$ cat config.mk
export PLATFORM = sky130hd
export DESIGN_NAME = radix_digit_converter
export DESIGN_NICKNAME = d
export VERILOG_FILES = /design/src/sv/rdc_pkg.sv /design/src/sv/radix_digit_converter.sv /design/src/sv/rdc_cell_row.sv
export SDC_FILE = /design/constraint.sdc
export NUM_CORES = 1
export LEC_CHECK = 0
export BUFFER_PORTS_ARGS = -buffer_cell sky130_fd_sc_hd__buf_4
export CAP_MARGIN = 40
export CORE_MARGIN = 2
export CORE_UTILIZATION = 25
export DETAILED_ROUTE_END_ITERATION = 8
export PLACE_DENSITY = 0.42
export RECOVER_POWER = 100
export SKIP_LAST_GASP = 1
export SLEW_MARGIN = 10
export SYNTH_ARGS = -nofsm -noshare
export SYNTH_HDL_FRONTEND = slang
export SYNTH_HIERARCHICAL = 1
export SYNTH_SLANG_ARGS = --single-unit
export TNS_END_PERCENT = 30
$ cat constraint.sdc
create_clock -name clk -period 7.9 [get_ports clk]
set_input_delay 1.185 -clock clk [delete_from_list [all_inputs] [get_ports clk]]
set_output_delay 1.185 -clock clk [all_outputs]
set_load 0.02 [all_outputs]
$ cat src/sv/rdc_pkg.sv
// Shared constants, types and the digit glyph lookup for the radix digit converter.
// No dependencies; used by rdc_cell_row and radix_digit_converter.
package rdc_pkg;

  localparam int DEF_VALUE_BITS = 32;
  localparam int DEF_MAX_DIGITS = 32;

  localparam int RADIX_W = 6;
  localparam int CHAR_W  = 7;
  localparam int TOTAL_W = 6;

  localparam logic [RADIX_W-1:0] RADIX_MIN   = RADIX_W'(2);
  localparam logic [RADIX_W-1:0] RADIX_MAX   = RADIX_W'(36);
  localparam logic [RADIX_W-1:0] RADIX_RESET = RADIX_W'(10);

  localparam logic [RADIX_W-1:0] DIGIT_TOP  = RADIX_W'(35);
  localparam logic [RADIX_W-1:0] DECIMAL_N  = RADIX_W'(10);
  localparam logic [CHAR_W-1:0]  CHAR_ZERO  = CHAR_W'(48);  // '0'
  localparam logic [CHAR_W-1:0]  CHAR_ALPHA = CHAR_W'(55);  // 'A' - 10

  // Control group from the sequencer to the digit cell row.
  typedef struct packed {
    logic clear;
    logic shift;
    logic bit_in;
  } rdc_row_ctl_t;

  // Digit value to ASCII: 0-9 then A-Z.
  function automatic logic [CHAR_W-1:0] glyph(input logic [RADIX_W-1:0] d);
    logic [RADIX_W-1:0] dc;
    dc = (d > DIGIT_TOP) ? DIGIT_TOP : d;
    if (dc < DECIMAL_N) begin
      glyph = CHAR_ZERO + CHAR_W'(dc);
    end else begin
      glyph = CHAR_ALPHA + CHAR_W'(dc);
    end
  endfunction

endpackage

$ cat src/sv/radix_digit_converter.sv
// Sequence: the value is shifted bit-serially into the digit cells (S_CONV), the digit count
// and read pointer are set (S_LOAD), then one digit per cycle is emitted (S_EMIT) while the
// receiver accepts them; a held-off out_ready stalls it. A new request is taken only in idle,
// after the last digit of the previous value has been loaded into the output register.
// Reset: radix returns to 10, sequencer idle, no result pending.
// Top level of the radix digit converter; uses rdc_pkg and rdc_cell_row.
module radix_digit_converter #(
  parameter int VALUE_BITS = rdc_pkg::DEF_VALUE_BITS,
  parameter int MAX_DIGITS = rdc_pkg::DEF_MAX_DIGITS
) (
  input  logic                          clk,
  input  logic                          rst,
  input  logic                          cfg_write,
  input  logic [rdc_pkg::RADIX_W-1:0]   cfg_data,
  input  logic                          in_valid,
  output logic                          in_ready,
  input  logic [VALUE_BITS-1:0]         value,
  output logic                          out_valid,
  input  logic                          out_ready,
  output logic [rdc_pkg::CHAR_W-1:0]    digit_char,
  output logic [rdc_pkg::TOTAL_W-1:0]   digit_total,
  output logic                          last
);

  localparam int RW = rdc_pkg::RADIX_W;
  localparam int BW = $clog2(VALUE_BITS);
  localparam int IW = $clog2(MAX_DIGITS);
  localparam int LW = $clog2(MAX_DIGITS + 1);

  typedef enum logic [1:0] {S_IDLE, S_CONV, S_LOAD, S_EMIT} state_t;

  state_t                  state;
  logic [RW-1:0]           radix;
  logic [VALUE_BITS-1:0]   vshift;
  logic [BW-1:0]           bit_cnt;
  logic [LW-1:0]           count;
  logic [IW-1:0]           ptr;
  logic [LW-1:0]           row_len;
  logic [RW-1:0]           rd_digit;
  rdc_pkg::rdc_row_ctl_t   row_ctl;
  logic                    in_take;
  logic                    out_free;

  assign in_ready = (state == S_IDLE);
  assign in_take  = in_valid && in_ready;
  assign out_free = !out_valid || out_ready;

  assign row_ctl.clear  = in_take;
  assign row_ctl.shift  = (state == S_CONV);
  assign row_ctl.bit_in = vshift[VALUE_BITS-1];

  rdc_cell_row #(
    .MAX_DIGITS(MAX_DIGITS)
  ) u_row (
    .clk     (clk),
    .rst     (rst),
    .ctl     (row_ctl),
    .radix   (radix),
    .rd_index(ptr),
    .rd_digit(rd_digit),
    .len     (row_len)
  );

  // Radix register, clamped on write
  always_ff @(posedge clk) begin
    if (rst) begin
      radix <= rdc_pkg::RADIX_RESET;
    end else if (cfg_write) begin
      priority if (cfg_data < rdc_pkg::RADIX_MIN) begin
        radix <= rdc_pkg::RADIX_MIN;
      end else if (cfg_data > rdc_pkg::RADIX_MAX) begin
        radix <= rdc_pkg::RADIX_MAX;
      end else begin
        radix <= cfg_data;
      end
    end
  end

  always_ff @(posedge clk) begin
    if (rst) begin
      state     <= S_IDLE;
      out_valid <= 1'b0;
    end else begin
      // while emitting, the digit load below owns out_valid
      if (out_valid && out_ready && state != S_EMIT) begin
        out_valid <= 1'b0;
      end
      unique case (state)
        S_IDLE: begin
          if (in_take) begin
            vshift  <= value;
            bit_cnt <= BW'(VALUE_BITS - 1);
            state   <= S_CONV;
          end
        end
        S_CONV: begin
          vshift  <= vshift << 1;
          bit_cnt <= bit_cnt - BW'(1);
          if (bit_cnt == '0) begin
            state <= S_LOAD;
          end
        end
        S_LOAD: begin
          // zero value still gives one digit
          if (row_len == '0) begin
            count <= LW'(1);
            ptr   <= '0;
          end else begin
            count <= row_len;
            ptr   <= IW'(row_len - LW'(1));
          end
          state <= S_EMIT;
        end
        S_EMIT: begin
          if (out_free) begin
            out_valid   <= 1'b1;
            digit_char  <= rdc_pkg::glyph(rd_digit);
            digit_total <= rdc_pkg::TOTAL_W'(count);
            last        <= (ptr == '0);
            if (ptr == '0) begin
              state <= S_IDLE;
            end else begin
              ptr <= ptr - IW'(1);
            end
          end
        end
        default: state <= S_IDLE;
      endcase
    end
  end

  a_radix_range: assert property (@(posedge clk) disable iff (rst)
    radix >= rdc_pkg::RADIX_MIN && radix <= rdc_pkg::RADIX_MAX)
    else $error("radix register outside 2..36");

  a_one_at_a_time: assert property (@(posedge clk) disable iff (rst)
    in_take |=> !in_ready)
    else $error("second request taken during a conversion");

  a_ptr_in_count: assert property (@(posedge clk) disable iff (rst)
    state == S_EMIT |-> (LW'(ptr) < count))
    else $error("digit pointer beyond digit count");

  a_out_hold: assert property (@(posedge clk) disable iff (rst)
    out_valid && !out_ready |=> out_valid && $stable(digit_char) &&
      $stable(digit_total) && $stable(last))
    else $error("pending digit changed before accept");

endmodule

$ cat src/sv/rdc_cell_row.sv
// Row of radix digit cells; the value enters MSB first, one bit per cycle while ctl.shift is set,
// each cell doubling its digit plus the carry from below. Uses rdc_pkg.
module rdc_cell_row #(
  parameter int MAX_DIGITS = rdc_pkg::DEF_MAX_DIGITS
) (
  input  logic                              clk,
  input  logic                              rst,
  input  rdc_pkg::rdc_row_ctl_t             ctl,
  input  logic [rdc_pkg::RADIX_W-1:0]       radix,
  input  logic [$clog2(MAX_DIGITS)-1:0]     rd_index,
  output logic [rdc_pkg::RADIX_W-1:0]       rd_digit,
  output logic [$clog2(MAX_DIGITS+1)-1:0]   len
);

  localparam int RW = rdc_pkg::RADIX_W;
  localparam int LW = $clog2(MAX_DIGITS + 1);

  logic [RW-1:0] cells      [MAX_DIGITS];
  logic [RW-1:0] cells_next [MAX_DIGITS];
  logic [MAX_DIGITS:0] carry;
  logic [RW-1:0] thr0;
  logic [RW-1:0] thr1;
  logic [LW-1:0] len_next;

  // 2d+c >= r  <=>  d >= ceil((r-c)/2)
  assign thr0 = (radix + RW'(1)) >> 1;
  assign thr1 = radix >> 1;

  always_comb begin
    logic [RW:0] dbl;
    carry[0] = ctl.bit_in;
    for (int i = 0; i < MAX_DIGITS; i++) begin
      carry[i+1] = carry[i] ? (cells[i] >= thr1) : (cells[i] >= thr0);
      dbl = {cells[i], carry[i]} - (carry[i+1] ? {1'b0, radix} : '0);
      cells_next[i] = dbl[RW-1:0];
    end
  end

  // A new top digit appears when the carry reaches the first empty cell.
  always_comb begin
    len_next = len;
    if (len != LW'(MAX_DIGITS) && carry[len]) begin
      len_next = len + LW'(1);
    end
  end

  always_ff @(posedge clk) begin
    if (ctl.clear) begin
      for (int i = 0; i < MAX_DIGITS; i++) begin
        cells[i] <= '0;
      end
    end else if (ctl.shift) begin
      cells <= cells_next;
    end
  end

  always_ff @(posedge clk) begin
    if (rst || ctl.clear) begin
      len <= '0;
    end else if (ctl.shift) begin
      len <= len_next;
    end
  end

  assign rd_digit = cells[rd_index];

endmodule

---- After elaboration in Yosys (flattened, before gate mapping) ----
Cells that the tools add are included.
word-level totals
  register bits after elaboration ......... 269
  input port bits ......................... 43
  output and inout bits ................... 16
  logic and storage cells ................. 272
cells by class
  add/sub/neg operators ................... 39
  order comparisons ....................... 70
  equal/unequal tests ..................... 10
  mux-type cells .......................... 89
  bitwise operators ....................... 2
  reduce and logical (&&, ||, !) cells .... 19
operators by type and width
  cell                                                        count
  greater-or-equal comparator 6 x 5 -> 1 bit                  64
  two-way mux 6 bit                                           37
  subtractor 6 bit                                            32
  one-hot mux 32 bit (2 select lines)                         1
  two-way mux 1 bit                                           36
  two-way mux 32 bit                                          1
  binary-select mux 6 bit (select 5 bit)                      1
  two-way mux 5 bit                                           4
  one-hot mux 5 bit (2 select lines)                          2
  subtractor 5 x 1 -> 5 bit, second input constant            3
  adder 6 x 6 -> 7 bit, first input constant                  2
  adder 6 x 1 -> 6 bit, second input constant                 2
  greater-than comparator 6 bit, second input constant        2
  zero test 5 bit                                             2
  two-way mux 2 bit                                           4
  inequality test 2 bit, second input constant                4
  one-hot mux 2 bit (4 select lines)                          1
  AND reduction 4 bit                                         2
  less-than comparator 6 x 7 -> 1 bit, second input constant  1
  two-way mux 7 bit                                           1
  binary-select mux 1 bit (select 6 bit)                      1
  greater-or-equal comparator 6 bit, second input constant    1
  zero test 6 bit                                             1
  less-than comparator 6 x 2 -> 1 bit, second input constant  1
  other kinds (14)                                            23

---- Longest topological paths before layout ----
  word-level depth ........................ 38
  gate-level depth with buffers ........... 37
  depth with buffers taken out ............ 32

---- Cells and area by module ----
The synthesis kept the hierarchy.
modules (own cells, without submodules)
  module                 times used  cells each  area an instance (um^2)  seq. area each (um^2)
  rdc_cell_row           1           2,602       22,552.9                 3,963.8
  radix_digit_converter  1           243         3,251.9                  2,042.0

---- Least setup slack after synthesis ----
Ideal clock, no wire load.
  kind .................................... register to register
  from .................................... register radix[1]
  to ...................................... register u_row/cells[5] (netlist name)
  setup time .............................. 101 ps
  arrival time ............................ 8,296 ps
  required time ........................... 7,799 ps
  path slack .............................. -497 ps
  stages on the path, launching flop included .. 35
  buffers on the path ..................... 4
  clock period less this slack ............ 8,397 ps
  cells stage by stage .................... dfxtp_1 > ha_1 > xnor2_1 > ha_1 > a21o_1 > maj3_1 > maj3_1 > a211o_1 > a21o_1 > o311a_1 > a2bb2oi_1 > nor2_2 > buf_4 > mux2i_1 > nand4_1 > buf_4 > inv_2 > mux2i_1 > a211oi_1 > a21o_1 > buf_4 > mux2i_2 > and2_1 > buf_2 > a21oi_1 > nand2_1 > ha_1 > nor2b_1 > o21ai_0 > nand2b_1 > a21o_1 > a21oi_1 > xor2_1 > a21oi_1 > o41ai_1
between the ends
  longest elaborated chain between the ends .. 36
  elaborated cells on any way between the ends .. 99
  those cells by class .................... 2 x add/sub; 64 x order compare; 33 x mux
ends and longest elaborated chain
  what                                        RTL line                     source
  from (decl)                                 radix_digit_converter.sv:33  logic [RW-1:0] radix;
  from (signal assigned)                      radix_digit_converter.sv:67  radix <= rdc_pkg::RADIX_RESET;
  from (signal assigned)                      radix_digit_converter.sv:70  radix <= rdc_pkg::RADIX_MIN;
  from (signal assigned)                      radix_digit_converter.sv:72  radix <= rdc_pkg::RADIX_MAX;
  adder 6 x 1 -> 6 bit                        rdc_cell_row.sv:26           assign thr0 = (radix + RW'(1)) >> 1;
  greater-or-equal comparator 6 x 5 -> 1 bit  rdc_cell_row.sv:33           carry[i+1] = carry[i] ? (cells[i] >= thr1) : (cells[i] >= thr0);
  two-way mux 1 bit (32 in a row)             rdc_cell_row.sv:33
  two-way mux 6 bit                           rdc_cell_row.sv:34           dbl = {cells[i], carry[i]} - (carry[i+1] ? {1'b0, radix} : '0);
  subtractor 6 bit *                          rdc_cell_row.sv:34
  to (signal assigned)                        rdc_cell_row.sv:53           cells <= cells_next;
  to (decl)                                   rdc_cell_row.sv:18           logic [RW-1:0] cells [MAX_DIGITS];
Every way passes the cells marked *; elsewhere a longest branch is shown, timed or not.
A chain may end at the register's enable or synchronous reset.

---- Worst setup path in the final report ----
  from .................................... register radix[1]
  to ...................................... register u_row/cells[11] (netlist name)
between the ends
  longest elaborated chain between the ends .. 35
  elaborated cells on any way between the ends .. 96
  those cells by class .................... 2 x add/sub; 62 x order compare; 32 x mux
ends and longest elaborated chain
  what                                        RTL line
  adder 6 x 1 -> 6 bit                        rdc_cell_row.sv:26
  greater-or-equal comparator 6 x 5 -> 1 bit  rdc_cell_row.sv:33
  two-way mux 1 bit (31 in a row)             rdc_cell_row.sv:33
  two-way mux 6 bit                           rdc_cell_row.sv:34
  subtractor 6 bit *                          rdc_cell_row.sv:34
Marked as above.

==> results.yml <==
detailed_routing:
  vias: 20349
  via_per_inst: 4.76
  ant_nets: 0
  first_pass_iters: 5
  drc: 0
  drtIter0Drc: 989
  wirelength_um: 84100
  wl_per_cell_um: 19.7
synthesis:
  synth_fp_nets: 3348
  synthAdderAreaFrac_pct: 25.5
  async_reset_ff_share_pct: 0
  ys_seq_elements: 269
  ys.flop_type: "dfxtp_1"
  syn-cell-area_um2: 25800
  synth-edff-count: 62
  synthXorXnorAreaFrac_pct: 5.12
  synth_top_family_by_area: "adder cells"
  synth_compound_area_share_pct: 15.6
  synth_cells: 2845
  synth-simple-area-share_pct: 14.7
  synth_cell_types: 85
  avgSynthCellArea_um2: 9.07
  yosysSeqAreaShare_pct: 23.3
  yosys_warnings: 6
  yosys-mux-area-fraction_pct: 11.2
status:
  violations: "max-capacitance violations, max-slew violations"
  status: "finished, violations left"
final_layout:
  multi_input_area_um2: 18700
  drive_gt1_share_pct: 11.6
  n_antenna_cell: 0
  syn2layout_area_growth_pct: 13.4
  seqCellArea_um2: 6020
  fin_nets: 3386
  fillers: 10847
clocking:
  cts_tree: "built"
  insertion_delay_ps: 600
  clock_sinks: 269
  clockBufferDepth: 3
  cts_htree_levels: 2
  root_buffer: "clkbuf_16"
  clk_pin_slew_worst_paths_ps: 60
  cts_made_buffers: 40
min_path:
  min_path_type: "reg2reg"
floorplan:
  initial_utilization_pct: 25.3
  io_pins: 59
  die_area_um2: 106000
  placeableCoreArea_um2: 102000
  die_x_um: 325
  num_rows: 117
  dieHeight_um: 325
worst_setup_path:
  cpPeakStageDelay_ps: 530
  critPathLaunch: "radix[1]"
  critPathRequiredTime_ps: 8370
  r2r-end: "u_row/cells[11]"
  reg2regPathDepth: 30
  path_class: "reg2reg"
  r2r-start: "radix[1]"
  critPathArrivalTime_ps: 7950
  critPathSlowestCell: "ha_2"
  r2r_slack_ps: 420
  setup.worst_path.end: "u_row/cells[11]"
  cp_max_fo: 9
  start_kind: "flip-flop"
  cp-end-kind: "flip-flop"
sta:
  rsz0062_at_grt: "no"
  skew_ps: 37.9
  fmax_mhz: 134
  slew_viol_final: 274
  hold_viol: 0
  tightest_slew_ps: 3570
  period_minus_slack_ps: 7480
  period_share_pct: 94.7
  max-slew-margin-rel_pct: -138
  finalSetupViolations: 0
  tns_ps: 0
global_routing:
  grt_pass1_vias: 20264
  antenna_found_initial: 3
  grt_max_degree: 72
  grt.overflow.total: 0
  grtUsageTotal_pct: 15.8
  grt_first_pass_wirelength_um: 130000
job:
  max_cap_violations: 8
place:
  port-buffer-count: 58
  post-dp-hpwl_um: 60500
  gp_congestion: 0.801
==> layout make-up <==
| cell class | count | area share, % |
|---|---|---|
| Sequential cell | 269 | 20.5 |
| Tap cell | 1368 | 5.85 |
| Timing Repair Buffer | 130 | 3.09 |
| Clock buffer | 51 | 3.73 |
| Inverter | 165 | 2.14 |
| Clock inverter | 18 | 0.757 |
| Multi-Input combinational cell | 2277 | 63.9 |
==> cells in the final DEF (no fill, tap or decap), types with 77 or more instances in the layout <==
master,n
nand2_1,179
nor2_1,294
a21o_1,140
buf_4,98
a211oi_1,99
xnor2_1,79
ha_1,427
dfxtp_1,201
nand2b_1,111
a21oi_1,214
inv_1,156
o21ai_0,77
==> worst min path at each step <==
| stage | from | endpoint | slack, ps | cells past startpoint |
|---|---|---|---|---|
| 4_1_cts | count[4] | digit_total[4] | 420 | 0 |
| 3_5_place_dp | count[4] | digit_total[4] | 410 | 0 |
| 6_report | count[0] | digit_total[0] | 420 | 0 |
| 2_1_floorplan | count[0] | digit_total[0] | 400 | 0 |
| 5_1_grt | count[4] | digit_total[4] | 430 | 0 |
| 3_3_place_gp | count[4] | digit_total[4] | 400 | 0 |
==> layer usage <==
| layer | up-vias | wire length [um] | GRT usage [%] | part of all wire (%) |
|---|---|---|---|---|
| met4 | 4 | 1730 | 3.24 | 2.1 |
| met1 | 9753 | 40300 | 21.6 | 48 |
| li1 | 10277 | - | - | - |
| met2 | 231 | 39900 | 27.1 | 47 |
| met3 | 84 | 2060 | 1.57 | 2.4 |
| met5 | - | 26 | 0 | 0.031 |
==> through the flow <==
step	util, %	worst slack [ps]	std cells	cell area (um^2)	hold WS, ps
3_3_place_gp	27.4	467	4200	28000	404
2_1_floorplan	-	139	2845	25800	400
6_report	28.7	422	4278	29300	418
4_1_cts	28.8	355	4275	29400	420
3_5_place_dp	27.5	419	4206	28100	407
5_1_grt	28.7	0.276	4278	29300	426
==> cells by family (layout without fill, tap and decap cells) <==
family / count (synthesis) / after routing
XOR/XNOR: 150 / 150
multiplexers: 195 / 195
adder cells (fa/ha/maj): 518 / 518
flip-flops: 269 / 269
AND/OR/NAND/NOR: 799 / 799
AO/OA/AOI/OAI: 615 / 615
buffers and inverters: 299 / 364
==> cells in the mapped netlist, drive strengths merged (49+ instances only) <==
cell / number / area (um^2)
a211oi: 105 / 813
a21o: 140 / 1050
a21oi: 216 / 1090
clkbuf: 98 / 368
dfxtp: 207 / 4140
edfxtp: 62 / 1860
ha: 428 / 5360
inv: 164 / 618
maj3: 58 / 593
mux2: 49 / 571
mux2i: 82 / 877
mux4: 64 / 1440
nand2: 179 / 672
nand2b: 111 / 694
nor2: 297 / 1130
nor2b: 55 / 344
o21ai: 80 / 423
xnor2: 83 / 734
xor2: 67 / 587
==> critical path: cells and delay by family (launching register included) <==
| kind | cells | cell delay (ps) |
|---|---|---|
| AND/OR/NAND/NOR | 8 | 1370 |
| adder cells (fa/ha/maj) | 5 | 1780 |
| XOR/XNOR | 1 | 230 |
| buffers and inverters | 3 | 620 |
| AO/OA/AOI/OAI | 10 | 2190 |
| flip-flops | 1 | 360 |
| multiplexers | 3 | 840 |
==> state kept, by name, summed over array words and instances, names as in the netlist <==
register     flops
ptr              5
digit_total      6
state            2
count            6
u_row/cells    192
last             1
vshift          32
digit_char       7
u_row/len        6
bit_cnt          5
radix            6
out_valid        1
==> timing repair <==
action                                  CTS  global route
endpoints found under the hold margin     0             0
hold buffers                              0             0
buffers inserted                          0             2
resized for setup                         0             6
endpoints found under the setup margin    0             3
Power is left out: the tool's default activity adds up to more than one toggle a clock period on the data nets, which glitch-free logic cannot reach.
